--- config.mk ---
export PLATFORM = sky130hd
export DESIGN_NAME = event_flag_unit
export DESIGN_NICKNAME = d
export VERILOG_FILES = /design/src/rtl/core/evf_pkg.sv /design/src/rtl/core/event_flag_unit.sv /design/src/rtl/core/evf_ram.sv
export SDC_FILE = /design/constraint.sdc
export NUM_CORES = 2
export LEC_CHECK = 0
export BUFFER_PORTS_ARGS = -buffer_cell sky130_fd_sc_hd__buf_2
export CORE_UTILIZATION = 55
export CTS_CLUSTER_SIZE = 8
export DETAILED_ROUTE_END_ITERATION = 16
export PLACE_DENSITY = 0.71
export SYNTH_ARGS = -nofsm -noshare
export SYNTH_HDL_FRONTEND = slang
export SYNTH_SLANG_ARGS = --single-unit
--- constraint.sdc ---
create_clock -name clk_i -period 8.3 [get_ports clk_i]
set_clock_uncertainty 0.2 [all_clocks]
set_input_delay 0.415 -clock clk_i [delete_from_list [all_inputs] [get_ports clk_i]]
set_output_delay 0.415 -clock clk_i [all_outputs]
set_load 0.01 [all_outputs]
--- src/rtl/core/evf_pkg.sv ---
package evf_pkg;

  localparam int NUM_FLAGS    = 64;
  localparam int WAITERS      = 16;
  localparam int PATTERN_BITS = 32;

  // Pattern width that is kept in the tables; the command field is 32 bits wide.
  localparam int PAT_W      = (PATTERN_BITS < 32) ? PATTERN_BITS : 32;
  localparam int FLAG_IDX_W = (NUM_FLAGS > 1) ? $clog2(NUM_FLAGS) : 1;
  localparam int WIDX_W     = (WAITERS > 1) ? $clog2(WAITERS) : 1;
  localparam int CNT_W      = $clog2(WAITERS + 1);

  typedef enum logic [2:0] {
    MODE_CREATE = 3'd0,
    MODE_DELETE = 3'd1,
    MODE_SET    = 3'd2,
    MODE_CLEAR  = 3'd3,
    MODE_WAIT   = 3'd4
  } mode_e;

  typedef enum logic [3:0] {
    STAT_OK         = 4'd0,
    STAT_BAD_PARAM  = 4'd1,
    STAT_NO_ID      = 4'd2,
    STAT_NO_FLAG    = 4'd3,
    STAT_BUSY       = 4'd4,
    STAT_QUEUED     = 4'd5,
    STAT_FULL       = 4'd6,
    STAT_RELEASED   = 4'd7,
    STAT_DELETED    = 4'd8
  } status_e;

  typedef enum logic [2:0] {
    S_IDLE,
    S_DECODE,
    S_LOAD,
    S_CSCAN,
    S_SCAN,
    S_WSCAN,
    S_WCHK
  } state_e;

  typedef struct packed {
    logic [2:0]  mode;
    logic [5:0]  flag_id;
    logic [31:0] pattern;
    logic        wait_or;
    logic        wait_clear;
    logic        single_waiter;
    logic [7:0]  task_id;
  } cmd_t;

  typedef struct packed {
    status_e     status;
    logic [5:0]  flag_id_out;
    logic [31:0] pattern_out;
    logic [7:0]  task_id_out;
    logic        last;
  } rsp_t;

  typedef struct packed {
    logic [5:0]       flag;
    logic [PAT_W-1:0] pattern;
    logic             any;
    logic             clears;
    logic [7:0]       task_id;
  } waiter_t;

  function automatic logic pat_match(logic [PAT_W-1:0] bits, logic [PAT_W-1:0] want,
                                     logic any);
    if (any) begin
      return (bits & want) != '0;
    end
    return (bits & want) == want;
  endfunction

endpackage

--- src/rtl/core/event_flag_unit.sv ---
// Event-flag manager. A command is taken when start is high and busy is low; its
// results come out on rsp_o, at most one record per cycle, each marked by
// rsp_valid_o for a single cycle, and the final record of a command has last set.
// The receiver cannot hold records off. Timing is set by a sequencer that walks
// one table entry per cycle: create scans flag ids from zero, one per cycle, until
// it finds a free one or reaches the last id; set and delete walk every queued
// waiter; wait walks the queued waiters only on a single-waiter flag; clear and
// rejected commands walk none. Flag patterns sit in a RAM with a registered read.
module event_flag_unit (
  input  logic          clk_i,
  input  logic          rst_ni,
  input  logic          start,
  output logic          busy,
  input  evf_pkg::cmd_t cmd_i,
  output logic          rsp_valid_o,
  output evf_pkg::rsp_t rsp_o
);

  import evf_pkg::*;

  state_e state_q, state_d;
  cmd_t   cmd_q, cmd_d;
  logic [PAT_W-1:0] bits_q, bits_d;
  logic [CNT_W-1:0] rd_q, rd_d, wr_q, wr_d, count_q, count_d;
  logic [FLAG_IDX_W-1:0] cidx_q, cidx_d;
  logic [NUM_FLAGS-1:0] exists_q, exists_d, single_q, single_d;
  waiter_t tbl_q [WAITERS];
  rsp_t rsp_q, rsp_d;
  logic rsp_valid_q, rsp_valid_d;

  logic [FLAG_IDX_W-1:0] fidx;
  logic [PAT_W-1:0] pat_m;
  logic known, scan_more, cur_hit, rel, wait_hit;
  waiter_t cur;
  logic tbl_we;
  logic [WIDX_W-1:0] tbl_widx;
  waiter_t tbl_wdata;
  logic ram_we;
  logic [FLAG_IDX_W-1:0] ram_waddr;
  logic [PAT_W-1:0] ram_wdata, ram_rdata;

  assign fidx      = FLAG_IDX_W'(cmd_q.flag_id);
  assign pat_m     = PAT_W'(cmd_q.pattern);
  assign known     = (32'(cmd_q.flag_id) < NUM_FLAGS) && exists_q[fidx];
  assign scan_more = rd_q < count_q;
  assign cur       = tbl_q[rd_q[WIDX_W-1:0]];
  assign cur_hit   = scan_more && (cur.flag == cmd_q.flag_id);
  assign rel       = cur_hit && ((cmd_q.mode == MODE_DELETE) ||
                                 pat_match(bits_q, cur.pattern, cur.any));
  assign wait_hit  = pat_match(bits_q, pat_m, cmd_q.wait_or);
  assign busy      = state_q != S_IDLE;

  evf_ram #(
    .Width(PAT_W),
    .Depth(NUM_FLAGS)
  ) u_bits_ram (
    .clk_i  (clk_i),
    .we_i   (ram_we),
    .waddr_i(ram_waddr),
    .wdata_i(ram_wdata),
    .raddr_i(fidx),
    .rdata_o(ram_rdata)
  );

  // Next state.
  always_comb begin
    state_d = state_q;
    unique case (state_q)
      S_IDLE: begin
        if (start) begin
          state_d = S_DECODE;
        end
      end
      S_DECODE: begin
        priority if (cmd_q.mode == MODE_CREATE) begin
          state_d = S_CSCAN;
        end else if (cmd_q.mode > MODE_WAIT) begin
          state_d = S_IDLE;
        end else if (cmd_q.mode == MODE_WAIT && pat_m == '0) begin
          state_d = S_IDLE;
        end else if (!known) begin
          state_d = S_IDLE;
        end else begin
          state_d = S_LOAD;
        end
      end
      S_LOAD: begin
        priority if (cmd_q.mode == MODE_CLEAR) begin
          state_d = S_IDLE;
        end else if (cmd_q.mode == MODE_WAIT) begin
          state_d = single_q[fidx] ? S_WSCAN : S_WCHK;
        end else begin
          state_d = S_SCAN;
        end
      end
      S_SCAN: begin
        if (!scan_more) begin
          state_d = S_IDLE;
        end
      end
      S_WSCAN: begin
        priority if (cur_hit) begin
          state_d = S_IDLE;
        end else if (!scan_more) begin
          state_d = S_WCHK;
        end else begin
          state_d = S_WSCAN;
        end
      end
      S_WCHK: state_d = S_IDLE;
      S_CSCAN: begin
        if (!exists_q[cidx_q] || 32'(cidx_q) == NUM_FLAGS - 1) begin
          state_d = S_IDLE;
        end
      end
      default: state_d = S_IDLE;
    endcase
  end

  // Datapath and records.
  always_comb begin
    cmd_d       = cmd_q;
    bits_d      = bits_q;
    rd_d        = rd_q;
    wr_d        = wr_q;
    count_d     = count_q;
    cidx_d      = cidx_q;
    exists_d    = exists_q;
    single_d    = single_q;
    rsp_valid_d = 1'b0;
    rsp_d       = '0;
    rsp_d.last  = 1'b1;
    tbl_we      = 1'b0;
    tbl_widx    = wr_q[WIDX_W-1:0];
    tbl_wdata   = cur;
    ram_we      = 1'b0;
    ram_waddr   = fidx;
    ram_wdata   = bits_q;
    unique case (state_q)
      S_IDLE: begin
        if (start) begin
          cmd_d = cmd_i;
        end
      end
      S_DECODE: begin
        rd_d   = '0;
        wr_d   = '0;
        cidx_d = '0;
        priority if (cmd_q.mode == MODE_CREATE) begin
        end else if (cmd_q.mode > MODE_WAIT) begin
          rsp_valid_d  = 1'b1;
          rsp_d.status = STAT_BAD_PARAM;
        end else if (cmd_q.mode == MODE_WAIT && pat_m == '0) begin
          rsp_valid_d       = 1'b1;
          rsp_d.status      = STAT_BAD_PARAM;
          rsp_d.task_id_out = cmd_q.task_id;
        end else if (!known) begin
          rsp_valid_d  = 1'b1;
          rsp_d.status = STAT_NO_FLAG;
          if (cmd_q.mode == MODE_WAIT) begin
            rsp_d.task_id_out = cmd_q.task_id;
          end
        end else begin
        end
      end
      S_LOAD: begin
        bits_d = ram_rdata;
        if (cmd_q.mode == MODE_SET) begin
          bits_d = ram_rdata | pat_m;
        end
        if (cmd_q.mode == MODE_CLEAR) begin
          ram_we       = 1'b1;
          ram_wdata    = ram_rdata & pat_m;
          rsp_valid_d  = 1'b1;
          rsp_d.status = STAT_OK;
        end
      end
      S_SCAN: begin
        if (scan_more) begin
          rd_d = rd_q + 1'b1;
          if (rel) begin
            rsp_valid_d       = 1'b1;
            rsp_d.last        = 1'b0;
            rsp_d.task_id_out = cur.task_id;
            if (cmd_q.mode == MODE_DELETE) begin
              rsp_d.status = STAT_DELETED;
            end else begin
              rsp_d.status      = STAT_RELEASED;
              rsp_d.pattern_out = 32'(bits_q);
              if (cur.clears) begin
                bits_d = '0;
              end
            end
          end else begin
            // Kept entries slide down over released ones, so order is preserved.
            tbl_we = wr_q != rd_q;
            wr_d   = wr_q + 1'b1;
          end
        end else begin
          count_d      = wr_q;
          rsp_valid_d  = 1'b1;
          rsp_d.status = STAT_OK;
          if (cmd_q.mode == MODE_SET) begin
            ram_we = 1'b1;
          end else begin
            exists_d[fidx] = 1'b0;
            single_d[fidx] = 1'b0;
          end
        end
      end
      S_WSCAN: begin
        rd_d = rd_q + 1'b1;
        if (cur_hit) begin
          rsp_valid_d       = 1'b1;
          rsp_d.status      = STAT_BUSY;
          rsp_d.task_id_out = cmd_q.task_id;
        end
      end
      S_WCHK: begin
        rsp_valid_d       = 1'b1;
        rsp_d.task_id_out = cmd_q.task_id;
        priority if (wait_hit) begin
          rsp_d.status      = STAT_OK;
          rsp_d.pattern_out = 32'(bits_q);
          if (cmd_q.wait_clear) begin
            ram_we    = 1'b1;
            ram_wdata = '0;
          end
        end else if (32'(count_q) >= WAITERS) begin
          rsp_d.status = STAT_FULL;
        end else begin
          rsp_d.status      = STAT_QUEUED;
          tbl_we            = 1'b1;
          tbl_widx          = count_q[WIDX_W-1:0];
          tbl_wdata.flag    = cmd_q.flag_id;
          tbl_wdata.pattern = pat_m;
          tbl_wdata.any     = cmd_q.wait_or;
          tbl_wdata.clears  = cmd_q.wait_clear;
          tbl_wdata.task_id = cmd_q.task_id;
          count_d           = count_q + 1'b1;
        end
      end
      S_CSCAN: begin
        cidx_d = cidx_q + 1'b1;
        priority if (!exists_q[cidx_q]) begin
          exists_d[cidx_q]  = 1'b1;
          single_d[cidx_q]  = cmd_q.single_waiter;
          ram_we            = 1'b1;
          ram_waddr         = cidx_q;
          ram_wdata         = pat_m;
          rsp_valid_d       = 1'b1;
          rsp_d.status      = STAT_OK;
          rsp_d.flag_id_out = 6'(cidx_q);
        end else if (32'(cidx_q) == NUM_FLAGS - 1) begin
          rsp_valid_d  = 1'b1;
          rsp_d.status = STAT_NO_ID;
        end else begin
        end
      end
      default: begin
      end
    endcase
  end

  always_ff @(posedge clk_i or negedge rst_ni) begin
    if (!rst_ni) begin
      state_q     <= S_IDLE;
      count_q     <= '0;
      exists_q    <= '0;
      single_q    <= '0;
      rsp_valid_q <= 1'b0;
    end else begin
      state_q     <= state_d;
      count_q     <= count_d;
      exists_q    <= exists_d;
      single_q    <= single_d;
      rsp_valid_q <= rsp_valid_d;
    end
  end

  always_ff @(posedge clk_i) begin
    cmd_q  <= cmd_d;
    bits_q <= bits_d;
    rd_q   <= rd_d;
    wr_q   <= wr_d;
    cidx_q <= cidx_d;
    rsp_q  <= rsp_d;
    if (tbl_we) begin
      tbl_q[tbl_widx] <= tbl_wdata;
    end
  end

  assign rsp_valid_o = rsp_valid_q;
  assign rsp_o       = rsp_q;

endmodule

--- src/rtl/core/evf_ram.sv ---
module evf_ram #(
  parameter int Width = 32,
  parameter int Depth = 64
) (
  input  logic                     clk_i,
  input  logic                     we_i,
  input  logic [$clog2(Depth)-1:0] waddr_i,
  input  logic [Width-1:0]         wdata_i,
  input  logic [$clog2(Depth)-1:0] raddr_i,
  output logic [Width-1:0]         rdata_o
);

  logic [Width-1:0] mem [Depth];

  always_ff @(posedge clk_i) begin
    if (we_i) begin
      mem[waddr_i] <= wdata_i;
    end
    rdata_o <= mem[raddr_i];
  end

endmodule

==> results.py <==
metrics = {
    "clocking": {
        "insertion_delay_ns": 1.01,
        "cts_max_level": 5,
        "cts_sinks": 3140,
        "postCtsHoldBufs": 108,
        "cts_buffer_depth": 4,
        "cts_root_buf": "clkbuf_16",
        "path_clk_slew_ns": 0.05,
        "post_cts_buffers": 0,
        "postCtsResizedCells": 0,
        "tritoncts": "yes",
        "cts_buffers": 442,
    },
    "timing": {
        "drv_slew": 0,
        "tightest_slew_ns": 1.428,
        "hold_viol_final": 0,
        "setup_viol": 0,
        "min_period_over_period": 0.7508,
        "max_freq_ghz": 0.1605,
        "fin_tns_setup_ns": 0,
        "grt_setup_unrepaired": "no",
        "whs_ns": 0.3045,
        "maxSlewHeadroom": 0.04814,
        "min_period_ns": 6.231,
    },
    "route": {
        "drc_errors": 0,
        "route.vias.total": 74327,
        "routedWlPerCell_um": 34.51,
        "drt_first_pass_iters": 8,
        "vias_per_cell": 7.065,
        "wl_mm": 363.0,
        "drt_iter0_drc": 11891,
        "antenna_left": 0,
    },
    "place": {
        "placed_area_sq_um": 125800,
        "place_hpwl_mm": 204.6,
        "io_buffers": 107,
        "place_congestion": 0.9658,
    },
    "final_layout": {
        "final_cell_area_sq_um": 138700,
        "syn_to_final_growth_pct": 15.49,
        "multi_input_area_sq_um": 26380,
        "nets": 7567,
        "drive_gt1_frac": 0.1597,
        "fill_cells": 14464,
        "regArea_sq_um": 92750,
    },
    "die": {
        "coreArea_sq_um": 217200,
        "num_rows": 171,
        "fp.dieH_um": 469.4,
        "fp.dieW_um": 469.4,
        "initial_utilization": 0.5532,
        "ioPinCount": 108,
        "die_area_sq_um": 220300,
    },
    "yosys": {
        "yosysMostFrequentCell": "edfxtp_1",
        "ys_ff_latch": 3140,
        "synthCells": 7059,
        "syn-mean-instance-area_sq_um": 17.02,
        "async_reset_ff_frac": 0.04363,
        "synth_area_leader_cell": "edfxtp_1",
        "synth.cells.most_frequent": "2,916 x edfxtp_1, 700 x a22oi_1, 329 x a21oi_1, 327 x clkbuf_1, 245 x a221oi_1",
        "syn_area_sq_um": 120100,
        "yosysUniqueCellTypes": 86,
        "synth_fp_nets": 7123,
        "seq_area_frac_synth": 0.7719,
        "synthFlopType": "edfxtp_1",
        "yosys_warnings": 0,
        "yosys-top-cells-area": "edfxtp_1 73%, a22oi_1 4.4%, dfrtp_1 2.9%",
        "synth_edf_count": 2916,
        "synth_top_area_frac": 0.7288,
    },
    "worst_setup_path": {
        "cp_cell_sequence": "buf_4 > mux4_2 > mux2i_1 > or3_1 > o2111ai_1 > nor4_1 > and4_1 > nand2_1 > a21o_2 > o21ai_4",
        "cp_max_fo": 41,
        "worstPathArrival_ns": 6.57,
        "start_kind": "flop",
        "cpPeakStageDelay_ns": 1.00,
        "cpMaxStageDelayCell": "o21ai_4",
        "r2r_setup_slack_ns": 2.07,
        "crit_required_ns": 8.64,
        "worst-r2r-cell-count": 10,
        "crit_type": "reg -> reg",
        "cp-end-kind": "flop",
        "r2r-end": "bits_q[11]$_SDFFCE_PP0P_",
    },
    "worst_hold_path": {
        "holdCritStartpoint": "cmd_q[4]$_DFFE_PP_",
        "hp-class": "reg -> reg",
        "hold_depth": 1,
        "worstHoldEndpoint": "rsp_o[5]$_SDFF_PN0_",
    },
    "power_and_ir_drop": {
        "ir_worst_vdd_uv": 314.7,
        "power_density_nw_per_um2": 322.0,
        "p_leak_nw": 44.07,
        "p_total_mw": 44.68,
    },
    "status": {
        "status": "finished, final reports clean",
    },
    "global_routing": {
        "gr-total-overflow": 0,
        "grt_max_degree": 105,
        "grt_pass1_wl_mm": 516.2,
        "grt_usage": 0.3238,
        "antenna_found_initial": 25,
        "grt_pass1_vias": 72174,
    },
    "job": {
        "maxCapViolations": 0,
    },
}
## critical path, delay by kind of cell (launching register included)
family          cells  cell delay (ns)
mux                 2             0.96
buf+inv             1             0.72
compound gates      3             1.72
simple gates        4             1.22
flops               1             0.85
## per-layer routing
metal,routed length [um],global-route usage,vias to the layer above
met2,168000,0.5046,5878
met3,46480,0.08612,1044
met4,16590,0.1332,28
met5,214,0,-
li1,-,-,29970
met1,131800,0.4346,37407
## layout by cell type (no fill, tap or decap), drive strengths merged, types with 160 or more instances in the layout
master,netlist,routed
nor2,245,245
a31oi,226,226
a22oi,700,700
clkbuf,328,595
nand2,198,198
a22o,234,234
o21ai,196,196
a21oi,345,345
mux2i,160,160
a221oi,247,247
edfxtp,2916,2916
buf,155,375
## metrics by stage
stage,worst slack [ns],cells,util
2_1_floorplan,2.245,7059,-
3_3_place_gp,2.153,9803,0.5792
3_5_place_dp,2.106,9803,0.5792
6_report,2.069,10521,0.6389
4_1_cts,2.039,10514,0.6387
5_1_grt,1.808,10517,0.6389
## flip-flops by register name, summed over array words and instances (netlist names), 6 cells and up, named ones only
name	cells
u_bits_ram.mem	2048
tbl_q	768
exists_q	64
single_q	64
rsp_o	51
bits_q	32
pat_m	32
u_bits_ram.rdata_o	32
cmd_q	14
cidx_q	6
fidx	6
## worst max path at each step
stage | slack (ns) | depth (start not counted) | to
floorplan | 2.24 | 12 | u_bits_ram.mem[0][10]$_DFFE_PP_
global placement | 2.15 | 10 | bits_q[15]$_SDFFCE_PP0P_
detailed placement | 2.11 | 9 | bits_q[15]$_SDFFCE_PP0P_
CTS | 2.04 | 13 | tbl_q[0][25]$_DFFE_PP_
global route | 1.81 | 12 | tbl_q[0][38]$_DFFE_PP_
finish | 2.07 | 10 | bits_q[11]$_SDFFCE_PP0P_
## layout make-up
cell class	instances	share of cell area
flip-flops and latches	3140	0.6685
multi-input cells	3381	0.1901
clock buffers	594	0.08444
repair buffers	483	0.02885
well taps	2854	0.02574
inverters	55	0.001488
clock inverters	9	0.0008026
diodes	5	0.00009018
## cells by family (layout without fill, tap and decap cells)
kind of cell / count (synthesis) / count (layout) / synth area share
flops: 3140 / 3140 / 0.7719
compound gates: 2136 / 2136 / 0.1264
simple gates: 864 / 864 / 0.03521
buf+inv: 538 / 1141 / 0.01887
mux: 348 / 348 / 0.04492
xor+xnor: 24 / 24 / 0.001750
fa+ha+maj: 9 / 9 / 0.0009373
other cells: 0 / 5 / 0
## power by group
group	internal, mW	total [mW]	switching, mW
Clock	9.58	15.8	6.20
Sequential	19.3	19.9	0.670
Combinational	2.59	8.96	6.37
Total	31.4	44.7	13.2
(Power assumes the default switching activity.)
